==> config.mk <==
export PLATFORM = sky130hd
export DESIGN_NAME = multi_client_watchdog_supervisor
export DESIGN_NICKNAME = d
export VERILOG_FILES = /design/src/hw/rtl/mcws_pkg.sv /design/src/hw/rtl/multi_client_watchdog_supervisor.sv
export SDC_FILE = /design/constraint.sdc
export NUM_CORES = 1
export LEC_CHECK = 0
export BUFFER_PORTS_ARGS = -buffer_cell sky130_fd_sc_hd__buf_2
export CAP_MARGIN = 20
export CELL_PAD_IN_SITES_DETAIL_PLACEMENT = 0
export CELL_PAD_IN_SITES_GLOBAL_PLACEMENT = 2
export CORE_MARGIN = 3
export CORE_UTILIZATION = 49
export CTS_CLUSTER_DIAMETER = 80
export DETAILED_ROUTE_END_ITERATION = 8
export PLACE_DENSITY_LB_ADDON = 0.1
export SETUP_SLACK_MARGIN = 0.15
export SLEW_MARGIN = 20
export SYNTH_ARGS = -nofsm -noshare
export SYNTH_HDL_FRONTEND = slang
export SYNTH_SLANG_ARGS = --single-unit
==> constraint.sdc <==
create_clock -name clk -period 24.5 [get_ports clk]
set_clock_uncertainty 0.2 [all_clocks]
set_input_delay 1.225 -clock clk [delete_from_list [all_inputs] [get_ports clk]]
set_output_delay 1.225 -clock clk [all_outputs]
set_load 0.02 [all_outputs]
==> src/hw/rtl/mcws_pkg.sv <==
// Package for the multi-client watchdog supervisor.
// Holds the slot geometry, operation and status codes, the table entry and the FSM type.
// No dependencies.
package mcws_pkg;

  localparam int MAX_SLOTS = 8;
  localparam int CLIENT_LIMIT = 8;
  localparam int SLOT_W = (MAX_SLOTS > 1) ? $clog2(MAX_SLOTS) : 1;
  localparam int CNT_W = $clog2(MAX_SLOTS + 1);

  localparam logic [1:0] OP_REGISTER = 2'd0;
  localparam logic [1:0] OP_FEED = 2'd1;
  localparam logic [1:0] OP_TICK = 2'd2;

  localparam logic REG_HW_FEED_ENABLE = 1'b0;

  typedef enum logic [1:0] {
    STAT_INIT = 2'd0,
    STAT_ONLINE = 2'd1,
    STAT_OFFLINE = 2'd2,
    STAT_RECOVERING = 2'd3
  } status_t;

  typedef struct packed {
    logic [31:0] timeout;
    logic [31:0] last_seen;
    status_t status;
    logic critical;
    logic report;
  } entry_t;

  typedef enum logic [2:0] {
    ST_IDLE,
    ST_REG,
    ST_FEED_RD,
    ST_FEED_WR,
    ST_TICK_RD,
    ST_TICK_CHK,
    ST_NOP
  } state_t;

endpackage

==> src/hw/rtl/multi_client_watchdog_supervisor.sv <==
// Top level of the multi-client watchdog supervisor.
// Keeps the client slots in one synchronous table memory and serves one request at a time.
// Depends on mcws_pkg.
//
// Channel   Direction  Handshake                   Payload
// request   in         start && !busy              operation, client_index, now_ms,
//                                                  client_timeout, is_critical, reports_fault
// result    out        done (one cycle)            fault_mask, hw_feed, accepted, slot
// config    in/out     psel, penable, pwrite       paddr, pwdata, prdata
//
// After acceptance, a register request passes through ST_REG, a feed through ST_FEED_RD and
// then ST_FEED_WR (table read, then write back; no write back when the slot is not registered),
// a tick through ST_TICK_RD and then ST_TICK_CHK once for each registered client, since the
// single table read port visits one slot per cycle. Other operation codes pass through ST_NOP.
// busy is high from acceptance until done; a new request may be taken in the done cycle.
// rst is synchronous and clears the client count, the feed enable and the control state.
// The receiver cannot stall: each result is shown for exactly one cycle.
module multi_client_watchdog_supervisor (
  input  logic        clk,
  input  logic        rst,
  input  logic        start,
  output logic        busy,
  input  logic [1:0]  operation,
  input  logic [2:0]  client_index,
  input  logic [31:0] now_ms,
  input  logic [31:0] client_timeout,
  input  logic        is_critical,
  input  logic        reports_fault,
  output logic        done,
  output logic [7:0]  fault_mask,
  output logic        hw_feed,
  output logic        accepted,
  output logic [2:0]  slot,
  input  logic        psel,
  input  logic        penable,
  input  logic        pwrite,
  input  logic [2:0]  paddr,
  input  logic [31:0] pwdata,
  output logic [31:0] prdata,
  output logic        pready
);

  mcws_pkg::state_t state, state_next;

  logic [2:0]  req_index;
  logic [31:0] req_now;
  logic [31:0] req_timeout;
  logic        req_critical;
  logic        req_report;

  logic [mcws_pkg::CNT_W-1:0]  count, count_next;
  logic [mcws_pkg::SLOT_W-1:0] scan, scan_next;
  logic [7:0]                  mask, mask_next;
  logic                        crit_ok, crit_ok_next;
  logic                        hw_feed_enable;

  mcws_pkg::entry_t mem [mcws_pkg::MAX_SLOTS];
  mcws_pkg::entry_t rdata;
  mcws_pkg::entry_t wdata;
  logic                        mem_we, mem_re;
  logic [mcws_pkg::SLOT_W-1:0] mem_waddr, mem_raddr;

  logic       done_next, hw_feed_next, accepted_next;
  logic [7:0] fault_mask_next;
  logic [2:0] slot_next;

  logic        take;
  logic        feed_valid;
  logic [31:0] age;
  logic        expired;
  mcws_pkg::status_t new_status;
  logic [mcws_pkg::CNT_W-1:0] scan_plus;
  logic        cfg_write;

  assign take = start && !busy;
  assign busy = (state != mcws_pkg::ST_IDLE);
  assign pready = 1'b1;
  assign cfg_write = psel && penable && pwrite && pready;
  assign prdata = (paddr[2] == mcws_pkg::REG_HW_FEED_ENABLE) ? {31'd0, hw_feed_enable} : 32'd0;

  assign feed_valid = (32'(req_index) < 32'(count));
  assign age = req_now - rdata.last_seen;
  assign expired = (age > rdata.timeout) && (rdata.status != mcws_pkg::STAT_OFFLINE);
  assign new_status = expired ? mcws_pkg::STAT_OFFLINE : rdata.status;
  assign scan_plus = mcws_pkg::CNT_W'(scan) + mcws_pkg::CNT_W'(1);

  always_ff @(posedge clk) begin
    if (mem_we) begin
      mem[mem_waddr] <= wdata;
    end
    if (mem_re) begin
      rdata <= mem[mem_raddr];
    end
  end

  always_comb begin
    state_next = state;
    unique case (state)
      mcws_pkg::ST_IDLE: begin
        if (take) begin
          unique case (operation)
            mcws_pkg::OP_REGISTER: state_next = mcws_pkg::ST_REG;
            mcws_pkg::OP_FEED:     state_next = mcws_pkg::ST_FEED_RD;
            mcws_pkg::OP_TICK:     state_next = mcws_pkg::ST_TICK_RD;
            default:               state_next = mcws_pkg::ST_NOP;
          endcase
        end
      end
      mcws_pkg::ST_REG:     state_next = mcws_pkg::ST_IDLE;
      mcws_pkg::ST_NOP:     state_next = mcws_pkg::ST_IDLE;
      mcws_pkg::ST_FEED_RD: state_next = feed_valid ? mcws_pkg::ST_FEED_WR : mcws_pkg::ST_IDLE;
      mcws_pkg::ST_FEED_WR: state_next = mcws_pkg::ST_IDLE;
      mcws_pkg::ST_TICK_RD: begin
        state_next = (count == '0) ? mcws_pkg::ST_IDLE : mcws_pkg::ST_TICK_CHK;
      end
      mcws_pkg::ST_TICK_CHK: begin
        if (scan_plus == count) begin
          state_next = mcws_pkg::ST_IDLE;
        end
      end
      default: state_next = mcws_pkg::ST_IDLE;
    endcase
  end

  always_comb begin
    mem_we = 1'b0;
    mem_re = 1'b0;
    mem_waddr = '0;
    mem_raddr = '0;
    wdata = rdata;
    count_next = count;
    scan_next = scan;
    mask_next = mask;
    crit_ok_next = crit_ok;
    done_next = 1'b0;
    fault_mask_next = '0;
    hw_feed_next = 1'b0;
    accepted_next = 1'b0;
    slot_next = '0;
    unique case (state)
      mcws_pkg::ST_IDLE: begin
      end
      mcws_pkg::ST_REG: begin
        done_next = 1'b1;
        if (count < mcws_pkg::CNT_W'(mcws_pkg::MAX_SLOTS)) begin
          mem_we = 1'b1;
          mem_waddr = mcws_pkg::SLOT_W'(count);
          wdata.timeout = req_timeout;
          wdata.last_seen = '0;
          wdata.status = mcws_pkg::STAT_INIT;
          wdata.critical = req_critical;
          wdata.report = req_report;
          count_next = count + mcws_pkg::CNT_W'(1);
          accepted_next = 1'b1;
          slot_next = 3'(mcws_pkg::SLOT_W'(count));
        end
      end
      mcws_pkg::ST_NOP: begin
        done_next = 1'b1;
      end
      mcws_pkg::ST_FEED_RD: begin
        if (feed_valid) begin
          mem_re = 1'b1;
          mem_raddr = mcws_pkg::SLOT_W'(req_index);
        end else begin
          done_next = 1'b1;
        end
      end
      mcws_pkg::ST_FEED_WR: begin
        done_next = 1'b1;
        accepted_next = 1'b1;
        mem_we = 1'b1;
        mem_waddr = mcws_pkg::SLOT_W'(req_index);
        wdata.last_seen = req_now;
        unique case (rdata.status)
          mcws_pkg::STAT_INIT:       wdata.status = mcws_pkg::STAT_ONLINE;
          mcws_pkg::STAT_OFFLINE:    wdata.status = mcws_pkg::STAT_RECOVERING;
          mcws_pkg::STAT_RECOVERING: wdata.status = mcws_pkg::STAT_ONLINE;
          default:                   wdata.status = rdata.status;
        endcase
      end
      mcws_pkg::ST_TICK_RD: begin
        scan_next = '0;
        mask_next = '0;
        crit_ok_next = 1'b1;
        if (count == '0) begin
          done_next = 1'b1;
          hw_feed_next = hw_feed_enable;
        end else begin
          mem_re = 1'b1;
          mem_raddr = '0;
        end
      end
      mcws_pkg::ST_TICK_CHK: begin
        if (expired) begin
          mem_we = 1'b1;
          mem_waddr = scan;
          wdata.status = mcws_pkg::STAT_OFFLINE;
          if (rdata.report) begin
            mask_next = mask | (8'd1 << scan);
          end
        end
        if (rdata.critical && (new_status != mcws_pkg::STAT_ONLINE)) begin
          crit_ok_next = 1'b0;
        end
        if (scan_plus == count) begin
          done_next = 1'b1;
          fault_mask_next = mask_next;
          hw_feed_next = hw_feed_enable && crit_ok_next;
        end else begin
          mem_re = 1'b1;
          mem_raddr = mcws_pkg::SLOT_W'(scan_plus);
          scan_next = mcws_pkg::SLOT_W'(scan_plus);
        end
      end
      default: begin
      end
    endcase
  end

  always_ff @(posedge clk) begin
    if (rst) begin
      state <= mcws_pkg::ST_IDLE;
      count <= '0;
      hw_feed_enable <= 1'b0;
      done <= 1'b0;
    end else begin
      state <= state_next;
      count <= count_next;
      done <= done_next;
      if (cfg_write && (paddr[2] == mcws_pkg::REG_HW_FEED_ENABLE)) begin
        hw_feed_enable <= pwdata[0];
      end
    end
  end

  always_ff @(posedge clk) begin
    if (take) begin
      req_index <= client_index;
      req_now <= now_ms;
      req_timeout <= client_timeout;
      req_critical <= is_critical;
      req_report <= reports_fault;
    end
    scan <= scan_next;
    mask <= mask_next;
    crit_ok <= crit_ok_next;
    fault_mask <= fault_mask_next;
    hw_feed <= hw_feed_next;
    accepted <= accepted_next;
    slot <= slot_next;
  end

endmodule

==> out/metrics.cfg <==
[yosys]
synth_compound_area_frac=0.124
ys_warn_count=0
synthAdderAreaFrac=0.0298
synth_top_area_frac=0.665
synth_area_um2=31300
synth_seq_area_share=0.679
yosys.area_share.simple=0.0592
synth.largest_area_cell=edfxtp_1
synth_top_family_by_area=compound AO/OA/AOI/OAI gates
synth_xor_xnor_area_share=0.00840
avgSynthCellArea_um2=15.6
synthCells=2011
synthTopCellsByArea=edfxtp_1 (66%), o221ai_2 (3.6%), mux2_4 (3.0%)
synth-edff-count=693
ys_ff_latch=715
synthMuxAreaShare=0.0581
synth_top_flop_cell=edfxtp_1
async_flop_share=0
synthDistinctLibCells=76

[clock_tree]
cts_tree=yes
root_buffer=clkbuf_16
cts_hold_buffers=0
clock_sinks=715
cts_max_path_buffers=3
cts_made_buffers=79
post-cts-setup-buffer-count=0
cts.clk_slew.worst_paths_ns=0.06
cts_resized=0
insertion_delay_ns=0.62
cts_max_level=3

[floorplan]
die_h_um=259
start_util=0.496
placement_rows=92
die-area_um2=66900
core_um2=63100
ios=160
die_x_um=259

[hold_path]
holdCritPathClass=register to register

[worst_setup_path]
critPathKind=register to register
endpoint_kind=register
required_ns=24.53
crit_fanout=38
crit_path_max_incr_delay_ns=0.75
cp_slowest_cell=a31oi_1
start_kind=register
path_cells=inv_1 > ha_1 > inv_1 > fa_1 > a211oi_1 > o21ai_0 > nand4_1 > a31oi_1 > nor4_1 > nor3_1 > o22ai_1 > xnor2_1 > ha_1 > nand2_1 > nor2_1 > nand2_1 > nor3_1 > nand3_1 > and3_1 > a31oi_1 > a21boi_4 > buf_4 > buf_4
crit_arrival_ns=8.25

[sta]
maxSlewViolCount=0
finalHoldViolCount=0
fin_crit_ns=8.22
postLayoutSetupSlackWorst_ns=16.28
finalCritPeriodShare=0.335
rsz0062_at_grt=no
finalSetupViolCount=0
worst_pin_slew_ns=1.13
clock.fmax_mhz=122
finalSetupTns_ns=0
maxSlewHeadroom=0.247

[power]
leakagePower_nw=11.7
irDropWorstVdd_uv=59.9
powerDensity_nw_per_um2=77.5
fin_total_pwr_w=0.00270

[grt]
antenna_found_initial=0
grt.overflow.total=0
grt_max_degree=137
grt_pass1_vias=18200
grt_usage=0.230
grt_pass1_wl_mm=115

[placement]
dp_hpwl_mm=41.6
dpl_worst_slack_ns=16.33
gp_congestion=0.807
place_inst=2864
port-buffer-count=94

[cells_and_area]
antenna_cells=0
finalNetCount=2285
layout-drive-gt1-share=0.223
final_cells=3003
areaGrowthSynthToFinish_pct=11.3
nFillCells=5133

[detailed_routing]
final_antenna_net_count=0
routedWlPerCell_um=25.4
first_pass_iters=5
vias_per_cell=5.86
drc=0
wl_mm=76.3
num_vias=17600
drt_iter0_markers=1367

[flow_run]
cap_violations=0

[run_status]
outcome=complete, no violations

[routing by layer]
metal | global-route usage | part of all wire | vias to the layer above
met1 | 0.319 | 0.44 | 9004
li1 | - | - | 8033
met5 | 0 | 0 | -
met2 | 0.376 | 0.48 | 458
met4 | 0.0625 | 0.025 | 0
met3 | 0.0395 | 0.051 | 111
[cells in the mapped netlist (26+ instances only)]
| master | instances |
|---|---|
| a211oi_2 | 60 |
| a21oi_1 | 35 |
| buf_2 | 42 |
| buf_4 | 42 |
| clkbuf_1 | 43 |
| edfxtp_1 | 693 |
| ha_1 | 73 |
| inv_1 | 83 |
| mux2_1 | 50 |
| mux2_2 | 26 |
| mux2_4 | 62 |
| nand2_1 | 110 |
| nor2_1 | 43 |
| nor3_1 | 149 |
| o21ai_0 | 90 |
| o221ai_1 | 61 |
| o221ai_2 | 75 |
[critical path: cells and delay by family (launching register included)]
family	cells	cell delay, ns
flops	1	0.40
fa+ha+maj	3	1.03
simple gates	9	2.36
buf+inv	4	1.35
xor+xnor	1	0.12
compound gates	6	2.32
[registers in the layout (all words and copies together) (netlist names), 3 cells and up]
| name | flops |
|---|---|
| slot | 3 |
| mask | 8 |
| state | 3 |
| mem | 544 |
| fault_mask | 8 |
| req_now | 32 |
| rdata | 68 |
| req_index | 3 |
| req_timeout | 32 |
| count | 4 |
| scan | 3 |
[worst paths after layout]
| path | start | cells after the start | slack, ns | to |
|---|---|---|---|---|
| max | req_now[0]$_DFFE_PP_ | 23 | 16.28 | mem[4][41]$_DFFE_PP_ |
| min | hw_feed_enable$_SDFFE_PP0P_ | 1 | 0.28 | hw_feed$_DFF_P_ |
| max reg2reg | req_now[0]$_DFFE_PP_ | 23 | 16.28 | mem[4][41]$_DFFE_PP_ |
| min reg2reg | hw_feed_enable$_SDFFE_PP0P_ | 1 | 0.28 | hw_feed$_DFF_P_ |
[logic make-up (layout without fill, tap and decap cells)]
family / after synthesis / in the layout
other: 2 / 32
AND/OR/NAND/NOR: 385 / 385
buffers and inverters: 233 / 349
XOR/XNOR: 30 / 30
multiplexers: 141 / 141
flip-flops: 715 / 715
AO/OA/AOI/OAI: 431 / 431
adder cells (fa/ha/maj): 74 / 74
[stage by stage]
step                      area (um^2)   util  hold WS, ns
final                           34800  0.552        0.280
after global routing            34800  0.552        0.301
after CTS                       34800  0.552        0.274
after detailed placement        32400  0.513        0.268
after global placement          32400  0.513        0.264
after floorplan                 31400      -        0.236
[layout by cell type, fill, tap and decap left out, types with 43 or more instances in the layout]
cell / netlist / layout
nand2_1: 110 / 110
nor2_1: 43 / 43
clkbuf_16: 0 / 81
nor3_1: 149 / 146
o221ai_2: 75 / 75
ha_1: 73 / 73
o21ai_0: 90 / 90
mux2_4: 62 / 62
mux2_1: 50 / 50
inv_1: 83 / 83
o221ai_1: 61 / 61
a211oi_2: 60 / 60
buf_2: 42 / 94
edfxtp_1: 693 / 693
[where the power goes]
group	total (W)	internal [W]	switching [W]	leakage [nW]
sequential	0.00138	0.00137	0.0000108	6.46
combinational	0.000186	0.0000682	0.000118	4.09
clock	0.00113	0.000666	0.000468	1.19
[layout make-up]
class                      instances  area [um^2]  share of cell area
timing repair buffer             127          743              0.0213
sequential                       715        21300               0.610
inverter                          83          312             0.00894
clock buffer                      94         2080              0.0596
clock inverter                    45          388              0.0111
tap                              846         1060              0.0304
multi-input combinational       1093         9000               0.258
Power figures use the tool's default switching activity.
